$ cat config.mk
export PLATFORM = sky130hd
export DESIGN_NAME = swept_box_collision_time_flat
export DESIGN_NICKNAME = d
export VERILOG_FILES = /design/src/rtl/sbct_pkg.sv /design/src/rtl/sbct_if.sv /design/src/rtl/sbct_front.sv /design/src/rtl/sbct_div.sv /design/src/rtl/sbct_back.sv /design/src/rtl/swept_box_collision_time.sv /design/src/flat_wrapper.sv
export SDC_FILE = /design/constraint.sdc
export NUM_CORES = 2
export LEC_CHECK = 0
export ABC_AREA = 1
export BUFFER_PORTS_ARGS = -buffer_cell sky130_fd_sc_hd__buf_2
export CORE_MARGIN = 1
export CORE_UTILIZATION = 30
export DETAILED_ROUTE_END_ITERATION = 8
export PLACE_DENSITY = 0.48
export SYNTH_ARGS = -nofsm -noshare
export SYNTH_HDL_FRONTEND = slang
export SYNTH_HIERARCHICAL = 1
export SYNTH_SLANG_ARGS = --single-unit
$ cat constraint.sdc
create_clock -name clk -period 36.4 [get_ports clk]
set_input_delay 7.28 -clock clk [delete_from_list [all_inputs] [get_ports clk]]
set_output_delay 7.28 -clock clk [all_outputs]
set_load 0.02 [all_outputs]
$ cat src/rtl/sbct_pkg.sv
// Shared types and constants for the swept box collision time block.
package sbct_pkg;

  localparam int FRAC_BITS = 16;
  localparam int TAG_BITS  = 8;

  localparam int COORD_W = 32;
  localparam int HALF_W  = 31;
  localparam int TIME_W  = FRAC_BITS + 1;
  localparam int OFFS_W  = 16;
  localparam int FACE_W  = 3;
  localparam int TAGF_W  = 8;
  localparam int NUM_W   = 33;
  localparam int NFACES  = 6;

  localparam logic [0:0] REG_START_LIMIT = 1'b0;
  localparam logic [0:0] REG_MIN_OFFSET  = 1'b1;

  typedef struct packed {
    logic signed [COORD_W-1:0] rel_x;
    logic signed [COORD_W-1:0] rel_y;
    logic signed [COORD_W-1:0] rel_z;
    logic signed [COORD_W-1:0] move_x;
    logic signed [COORD_W-1:0] move_y;
    logic signed [COORD_W-1:0] move_z;
    logic [HALF_W-1:0]         half_x;
    logic [HALF_W-1:0]         half_y;
    logic [HALF_W-1:0]         half_z;
    logic [TAGF_W-1:0]         target_tag;
    logic                      start_query;
    logic                      last_pair;
  } pair_t;

  typedef struct packed {
    logic              any_hit;
    logic [TIME_W-1:0] hit_time;
    logic [FACE_W-1:0] hit_face;
    logic [TAGF_W-1:0] hit_tag;
  } result_t;

endpackage

$ cat src/rtl/sbct_if.sv
// Valid/ready channel interfaces for pairs and results.
interface sbct_pair_if;
  import sbct_pkg::*;
  logic  valid;
  logic  ready;
  pair_t data;
  modport source (output valid, output data, input ready);
  modport sink (input valid, input data, output ready);
endinterface

interface sbct_result_if;
  import sbct_pkg::*;
  logic    valid;
  logic    ready;
  result_t data;
  modport source (output valid, output data, input ready);
  modport sink (input valid, input data, output ready);
endinterface

$ cat src/rtl/sbct_front.sv
// Input stage and two-entry queue decoupling intake from face evaluation.
module sbct_front (
  input  logic            clk,
  input  logic            rst,
  sbct_pair_if.sink       in_ch,
  output sbct_pkg::pair_t q_data,
  output logic            q_valid,
  input  logic            q_pop
);
  import sbct_pkg::*;

  pair_t     mem [2];
  logic      wptr, rptr;
  logic [1:0] count;
  logic      push;

  assign in_ch.ready = (count != 2'd2);
  assign push        = in_ch.valid && in_ch.ready;
  assign q_valid     = (count != 2'd0);
  assign q_data      = mem[rptr];

  always_ff @(posedge clk) begin
    if (push) begin
      mem[wptr] <= in_ch.data;
    end
    if (rst) begin
      wptr  <= 1'b0;
      rptr  <= 1'b0;
      count <= 2'd0;
    end else begin
      if (push) wptr <= ~wptr;
      if (q_pop) rptr <= ~rptr;
      count <= count + {1'b0, push} - {1'b0, q_pop};
    end
  end
endmodule

$ cat src/rtl/sbct_div.sv
// Restoring divider: quotient of (num << FRAC_BITS) / den, saturated at one.
module sbct_div (
  input  logic                          clk,
  input  logic                          rst,
  input  logic                          start,
  input  logic [sbct_pkg::NUM_W-1:0]    num,
  input  logic [sbct_pkg::NUM_W-1:0]    den,
  output logic                          done,
  output logic [sbct_pkg::TIME_W-1:0]   quot
);
  import sbct_pkg::*;

  localparam int STEPS = NUM_W + FRAC_BITS;
  localparam int CW    = $clog2(STEPS + 1);

  logic [STEPS-1:0] dvd;
  logic [NUM_W:0]   rem;
  logic [STEPS-1:0] q;
  logic [NUM_W-1:0] dsr;
  logic [CW-1:0]    cnt;
  logic             busy;
  logic [NUM_W:0]   trial;
  logic [NUM_W:0]   diff;

  assign trial = {rem[NUM_W-1:0], dvd[STEPS-1]};
  assign diff  = trial - {1'b0, dsr};

  always_ff @(posedge clk) begin
    if (rst) begin
      busy <= 1'b0;
      done <= 1'b0;
    end else begin
      done <= 1'b0;
      if (start) begin
        busy <= 1'b1;
        dvd  <= {num, {FRAC_BITS{1'b0}}};
        dsr  <= den;
        rem  <= '0;
        q    <= '0;
        cnt  <= CW'(STEPS);
      end else if (busy) begin
        dvd <= dvd << 1;
        if (!diff[NUM_W]) begin
          rem <= diff;
          q   <= {q[STEPS-2:0], 1'b1};
        end else begin
          rem <= trial;
          q   <= {q[STEPS-2:0], 1'b0};
        end
        cnt <= cnt - 1'b1;
        if (cnt == CW'(1)) begin
          busy <= 1'b0;
          done <= 1'b1;
        end
      end
    end
  end

  assign quot = (q > STEPS'(1 << FRAC_BITS)) ? TIME_W'(1 << FRAC_BITS)
                                             : q[FRAC_BITS:0];
endmodule

$ cat src/rtl/sbct_back.sv
// Face sequencer: per face divide, span check and best time update.
module sbct_back (
  input  logic                        clk,
  input  logic                        rst,
  input  sbct_pkg::pair_t             q_data,
  input  logic                        q_valid,
  output logic                        q_pop,
  input  logic [sbct_pkg::TIME_W-1:0] start_limit,
  input  logic [sbct_pkg::OFFS_W-1:0] min_offset,
  sbct_result_if.source               out_ch
);
  import sbct_pkg::*;

  localparam int TW = FRAC_BITS + 1;
  localparam int PW = COORD_W + FRAC_BITS + 3;

  typedef enum logic [2:0] {
    S_IDLE, S_SETUP, S_DIV, S_SPAN, S_CHECK, S_NEXT, S_OUT
  } state_t;

  state_t            state;
  logic [2:0]        face;
  logic [TW-1:0]     best_time;
  logic              hit_seen;
  logic [FACE_W-1:0] best_face;
  logic [TAG_BITS-1:0] best_tag;
  logic              div_start;
  logic              div_done;
  logic [NUM_W-1:0]  div_num, div_den;
  logic [TW-1:0]     div_q;
  logic [TW-1:0]     t;
  logic signed [PW-1:0] pa, pb, ha, hb;
  logic              span_ok;

  logic signed [COORD_W-1:0] rel, dl, ra, ma, rb, mb;
  logic [HALF_W-1:0]         hd, hha, hhb;
  logic signed [NUM_W:0]     num_s;

  always_comb begin
    unique case (face[2:1])
      2'd0: begin
        rel = q_data.rel_x; dl = q_data.move_x; hd = q_data.half_x;
        ra = q_data.rel_y; ma = q_data.move_y; hha = q_data.half_y;
        rb = q_data.rel_z; mb = q_data.move_z; hhb = q_data.half_z;
      end
      2'd1: begin
        rel = q_data.rel_y; dl = q_data.move_y; hd = q_data.half_y;
        ra = q_data.rel_x; ma = q_data.move_x; hha = q_data.half_x;
        rb = q_data.rel_z; mb = q_data.move_z; hhb = q_data.half_z;
      end
      default: begin
        rel = q_data.rel_z; dl = q_data.move_z; hd = q_data.half_z;
        ra = q_data.rel_x; ma = q_data.move_x; hha = q_data.half_x;
        rb = q_data.rel_y; mb = q_data.move_y; hhb = q_data.half_y;
      end
    endcase
    if (face[0]) num_s = $signed({2'b0, hd}) - (NUM_W+1)'(rel);
    else         num_s = -$signed({2'b0, hd}) - (NUM_W+1)'(rel);
  end

  sbct_div u_div (
    .clk(clk), .rst(rst), .start(div_start), .num(div_num), .den(div_den),
    .done(div_done), .quot(div_q)
  );

  always_comb begin
    span_ok = (pa >= -ha) && (pa <= ha) && (pb >= -hb) && (pb <= hb);
  end

  assign q_pop = (state == S_NEXT) && (face == 3'd5) && !q_data.last_pair
               || (state == S_OUT) && out_ch.ready;

  always_ff @(posedge clk) begin
    if (rst) begin
      state     <= S_IDLE;
      face      <= '0;
      best_time <= TW'(1 << FRAC_BITS);
      hit_seen  <= 1'b0;
      best_face <= '0;
      best_tag  <= '0;
      div_start <= 1'b0;
      out_ch.valid <= 1'b0;
    end else begin
      div_start <= 1'b0;
      unique case (state)
        S_IDLE: begin
          if (q_valid) begin
            face <= '0;
            if (q_data.start_query) begin
              best_time <= (start_limit > TIME_W'(1 << FRAC_BITS))
                         ? TW'(1 << FRAC_BITS) : TW'(start_limit);
              hit_seen  <= 1'b0;
              best_face <= '0;
              best_tag  <= '0;
            end
            state <= S_SETUP;
          end
        end
        S_SETUP: begin
          div_num <= num_s[NUM_W] ? NUM_W'(-num_s) : num_s[NUM_W-1:0];
          div_den <= dl[COORD_W-1] ? NUM_W'(-$signed({dl[COORD_W-1], dl}))
                                   : NUM_W'({1'b0, dl});
          if ((dl != 0) && ((num_s == 0) || (num_s[NUM_W] == dl[COORD_W-1]))) begin
            div_start <= 1'b1;
            state     <= S_DIV;
          end else begin
            state <= S_NEXT;
          end
        end
        S_DIV: begin
          if (div_done) begin
            t     <= div_q;
            state <= (div_q < best_time) ? S_SPAN : S_NEXT;
          end
        end
        S_SPAN: begin
          pa <= (PW'(ra) <<< FRAC_BITS) + $signed({1'b0, t}) * PW'(ma);
          pb <= (PW'(rb) <<< FRAC_BITS) + $signed({1'b0, t}) * PW'(mb);
          ha <= $signed(PW'({1'b0, hha})) <<< FRAC_BITS;
          hb <= $signed(PW'({1'b0, hhb})) <<< FRAC_BITS;
          state <= S_CHECK;
        end
        S_CHECK: begin
          if (span_ok) begin
            best_time <= (t > TW'(min_offset)) ? t - TW'(min_offset) : '0;
            hit_seen  <= 1'b1;
            best_face <= face;
            best_tag  <= q_data.target_tag[TAG_BITS-1:0];
          end
          state <= S_NEXT;
        end
        S_NEXT: begin
          if (face == 3'd5) begin
            if (q_data.last_pair) begin
              out_ch.valid <= 1'b1;
              state <= S_OUT;
            end else begin
              state <= S_IDLE;
            end
          end else begin
            face  <= face + 1'b1;
            state <= S_SETUP;
          end
        end
        S_OUT: begin
          if (out_ch.ready) begin
            out_ch.valid <= 1'b0;
            state <= S_IDLE;
          end
        end
        default: state <= S_IDLE;
      endcase
    end
  end

  always_comb begin
    out_ch.data.any_hit  = hit_seen;
    out_ch.data.hit_time = TIME_W'(best_time);
    out_ch.data.hit_face = hit_seen ? best_face : '0;
    out_ch.data.hit_tag  = hit_seen ? TAGF_W'(best_tag) : '0;
  end
endmodule

$ cat src/rtl/swept_box_collision_time.sv
// Top level of the swept box collision time block.
// Usage:
//   pair_in carries one mover/target pair per transfer; result_out carries
//   one query result for every pair flagged last_pair.
//   Config: cfg_we with cfg_index 0 (start_limit) or 1 (min_offset), written
//   only while idle.
//   A two-entry queue takes pairs while the face sequencer works.
//   Each pair is handled face by face: a face runs the one-bit-per-cycle
//   divider of 49 steps and then the span check, skips the span check when
//   its time does not beat the best, and skips both with zero move or wrong
//   sign. One pair at a time.
//   The result is valid the cycle after the last pair's sixth face; that
//   pair then holds the sequencer until the result transfers.
//   Reset clears the queue, best time to one, hit state and tag to zero,
//   and the registers to their defaults.
//   A stalled receiver holds the result; the queue fills, then pair_in
//   drops ready.
module swept_box_collision_time (
  input  logic                             clk,
  input  logic                             rst,
  sbct_pair_if.sink                        pair_in,
  sbct_result_if.source                    result_out,
  input  logic                             cfg_we,
  input  logic                             cfg_index,
  input  logic [sbct_pkg::TIME_W-1:0]      cfg_data
);
  import sbct_pkg::*;

  pair_t             q_data;
  logic              q_valid, q_pop;
  logic [TIME_W-1:0] start_limit;
  logic [OFFS_W-1:0] min_offset;

  always_ff @(posedge clk) begin
    if (rst) begin
      start_limit <= TIME_W'(65536);
      min_offset  <= OFFS_W'(16);
    end else if (cfg_we) begin
      unique case (cfg_index)
        REG_START_LIMIT: start_limit <= cfg_data;
        REG_MIN_OFFSET:  min_offset  <= cfg_data[OFFS_W-1:0];
        default: ;
      endcase
    end
  end

  sbct_front u_front (
    .clk(clk), .rst(rst), .in_ch(pair_in),
    .q_data(q_data), .q_valid(q_valid), .q_pop(q_pop)
  );

  sbct_back u_back (
    .clk(clk), .rst(rst), .q_data(q_data), .q_valid(q_valid), .q_pop(q_pop),
    .start_limit(start_limit), .min_offset(min_offset), .out_ch(result_out)
  );

  a_pop_needs_data: assert property (@(posedge clk) disable iff (rst)
    q_pop |-> q_valid) else $error("queue popped while empty");
  a_time_bound: assert property (@(posedge clk) disable iff (rst)
    result_out.valid |-> result_out.data.hit_time <= TIME_W'(65536))
    else $error("hit time above one");
  a_face_range: assert property (@(posedge clk) disable iff (rst)
    result_out.valid |-> result_out.data.hit_face <= FACE_W'(5))
    else $error("face out of range");
endmodule
$ cat src/flat_wrapper.sv
// flat-port wrapper written by rule: the top's interface ports become plain ports
module swept_box_collision_time_flat import sbct_pkg::*;
  (clk, rst, cfg_we, cfg_index, cfg_data, pair_in_valid, pair_in_data, pair_in_ready, result_out_valid, result_out_data, result_out_ready);
  sbct_pair_if pair_in_i ();
  sbct_result_if result_out_i ();
  input  logic clk;
  input  logic rst;
  input  logic cfg_we;
  input  logic cfg_index;
  input  logic [sbct_pkg::TIME_W-1:0] cfg_data;
  input wire logic [$bits(pair_in_i.valid)-1:0] pair_in_valid;
  input wire logic [$bits(pair_in_i.data)-1:0] pair_in_data;
  output wire logic [$bits(pair_in_i.ready)-1:0] pair_in_ready;
  output wire logic [$bits(result_out_i.valid)-1:0] result_out_valid;
  output wire logic [$bits(result_out_i.data)-1:0] result_out_data;
  input wire logic [$bits(result_out_i.ready)-1:0] result_out_ready;
  assign pair_in_i.valid = pair_in_valid;
  assign pair_in_i.data = pair_in_data;
  assign pair_in_ready = pair_in_i.ready;
  assign result_out_valid = result_out_i.valid;
  assign result_out_data = result_out_i.data;
  assign result_out_i.ready = result_out_ready;
  swept_box_collision_time u_core (.clk(clk), .rst(rst), .pair_in(pair_in_i), .result_out(result_out_i), .cfg_we(cfg_we), .cfg_index(cfg_index), .cfg_data(cfg_data));
endmodule
==> flow_summary.toml <==
[status]
status = "finished, violations left"
failed_checks = "DRC"

[power]
totalPowerFinal_uw = 4790
leakagePower_uw = 0.05014
power_density_nw_per_um2 = 44.03
ir_worst_vdd_v = 0.00003966

[clock_tree]
clock-sinks = 1068
htreeDepth = 3
clk_pin_slew_ns = 0.06
clock_path_buffers = 4
root_buffer = "clkbuf_16"
tritoncts = "yes"
cts-hold-fix-buffers = 0
post_cts_buffers = 0
clock_latency_ns = 0.89
cts_buffers = 124
cts_resized = 0

[die]
io-pin-count = 349
dieArea_um2 = 328400
fp.coreArea_um2 = 324300
initial_core_util_pct = 30.17
rows = 209
die_width_um = 573.1
die_h_um = 573.1

[final_layout]
nFillCells = 34240
multiInputGateArea_um2 = 56010
area_delta_synth_final_pct = 11.19
drive_gt1_share_pct = 10.28
regArea_um2 = 31310
nets = 13120

[setup_path]
worst_ep_arrival_time_ns = 10.65
r2r_end = "u_core/u_back/pb[43]"
crit_path_frequent_cell = "buf_4"
crit_family = "buffers and inverters"
critPathCaptureType = "register"
path_class = "primary input to register"
rr_worst_depth = 25
critPathMaxStageDelay_ns = 0.81
cp_slowest_cell = "buf_4"
crit_fanout = 63
crit_path_cell_trace = "buf_2 > nand2_1 > nor2_4 > buf_4 > buf_4 > buf_4 > buf_4"
required_ns = 36.83
crit_buf_inv = 5
start_kind = "primary input"
ff2ff_setup_slack_ns = 26.62

[placement]
io_buffers = 348
gp_congestion = 0.9226
dp_hpwl_um = 260400

[global_route]
track_usage_pct = 19.68
grt_start_max_net_pins = 138
grt_pass1_wl_um = 480700
grt_pass1_vias = 72720
antenna_found_initial = 48
grt_overflow = 0

[sta]
slew-limit-headroom_pct = 14.52
period_share_pct = 28.07
rsz0062_at_grt = "no"
fin_worst_skew_ns = 0.08133
worst_pin_slew_ns = 1.269
min_period_ns = 10.22
fmax_ghz = 0.09788
slew_viol_final = 0
finalSetupTns_ns = 0
setup_viol = 0
hold_viol_final = 0

[min_path]
worstHoldEndpoint = "u_core/u_back/u_div/dsr[31]"
holdCritStartpoint = "u_core/u_back/div_den[31]"
hold_depth = 0
hp-class = "register to register"

[detailed_routing]
vias = 72490
wl_met2_um = 150100
drt-met1-wl_um = 148700
avgRoutedWirePerCell_um = 20.79
firstDrtPassIters = 8
postRouteWirelength_um = 323500
drc = 16
routed-wl-met3_um = 15200
routed.top_layer = "met5"
ant_nets = 0
initialDrtViolationCount = 5585
vias_per_cell = 4.659

[logic_synthesis]
synth_area_per_cell_um2 = 9.073
synth-simple-area-share_pct = 16.11
yosys_register_bits = 1068
synth_area_um2 = 97840
synth.area.mux_share_pct = 3.472
synth_flop_cell = "edfxtp_1"
syn_nets = 12780
synth_edf_count = 991
synth_area_leader_cell = "edfxtp_1"
ys_top_cells_by_count = "inv_1, nand2_1, nor2_1"
yosysWarnings = 6
netlist.area_leader.share_pct = 30.42
synth_xor_area_share_pct = 2.104
synthTopCellsByArea = "edfxtp_1, fa_1, inv_1"
syn_inst = 10780
seq_area_frac_synth_pct = 31.99
synth.distinct_cells = 73
synth.most_common_cell = "inv_1"
synth-adder-area-share_pct = 30.04
synth_top_family_by_area = "adder cells"
synth_compound_area_share_pct = 5.438
async_flop_share_pct = 0

[flow_run]
drv_cap = 0
==> kinds of logic after synthesis <==
group / Yosys count
and+or+nand+nor: 3851
AOI/OAI and AO/OA: 923
adders and majority gates: 1679
muxes: 295
buffers and inverters: 2731
xor gates and xnor gates: 235
DFF: 1068
other: 1
==> flip-flops by register name, summed over array words and instances, names as in the netlist, 31 cells and up, named ones only <==
name                     cells
u_core/u_back/pa            51
u_core/u_back/div_num       33
u_core/u_back/pb            51
u_core/u_back/u_div/dvd     33
u_core/u_back/hb            31
u_core/u_back/u_div/dsr     33
u_core/u_back/ha            31
u_core/u_back/u_div/q       49
u_core/u_back/u_div/rem     33
u_core/u_front/mem         590
u_core/u_back/div_den       33
==> cell type report <==
class                   count  share of cell area (%)
well taps                4325                   4.974
clock buffers             155                   3.065
inverters                2432                   8.398
multi-input cells        6984                   51.49
diodes                     14                 0.03220
repair buffers            512                   2.767
clock inverters            69                  0.4911
flip-flops and latches   1068                   28.78
==> per-stage QoR <==
step	std cells	hold WS [ns]	setup slack, ns	instance area [um^2]	util, %
global route	15550	0.4231	26.00	108800	33.55
detailed placement	15320	0.4045	25.33	104900	32.35
global placement	15320	0.4014	25.34	104900	32.35
CTS	15550	0.3977	26.19	108800	33.54
finish	15560	0.4036	26.18	108800	33.55
floorplan	10780	0.4003	12.15	97840	-
==> routing by layer <==
layer / global-route usage, % / vias to the layer above
met5: 0 / -
met4: 5.184 / 12
met3: 1.956 / 366
met2: 32.50 / 1865
met1: 27.48 / 36010
li1: - / 34240
==> power by group <==
group / internal (uW) / total (uW) / switching, uW
clock network: 688 / 1200 / 517
registers: 1540 / 1600 / 56.7
logic: 614 / 1990 / 1370
total: 2840 / 4790 / 1940
==> worst max path at each step <==
stage | end | start | cells after the start | slack [ns]
after floorplan | u_core/u_back/ha[16] | rst | 1 | 12.15
after global placement | u_core/u_front/mem[0][265] | pair_in_valid | 7 | 25.34
after detailed placement | u_core/u_front/mem[0][231] | pair_in_valid | 7 | 25.33
after CTS | u_core/u_front/mem[0][265] | pair_in_valid | 7 | 26.19
after global routing | u_core/u_front/mem[0][294] | pair_in_valid | 7 | 26.00
final | u_core/u_front/mem[0][234] | pair_in_valid | 7 | 26.18
==> layout by cell type (no fill, tap or decap), types with 13 or more instances in the layout <==
master,n
diode_2,14
nand2_1,2084
clkbuf_1,18
nand3b_1,16
o21ai_1,81
clkinv_1,64
clkinv_2,25
nand3_1,303
a31oi_1,50
nor2_2,40
a221oi_1,24
dfxtp_1,73
mux2_4,20
nand2_2,14
o21a_1,56
mux2_2,274
a21oi_1,351
ha_1,563
fa_1,1116
o21bai_1,17
xnor2_1,74
buf_2,348
o221ai_1,29
edfxtp_1,991
nor4_1,42
nor3_1,45
buf_4,161
inv_1,2361
nor2_1,1167
o211ai_1,13
o21ai_0,233
nand4_1,63
xor2_1,161
inv_2,25
clkbuf_16,125
Note: power is estimated with default switching activity, not from simulation.
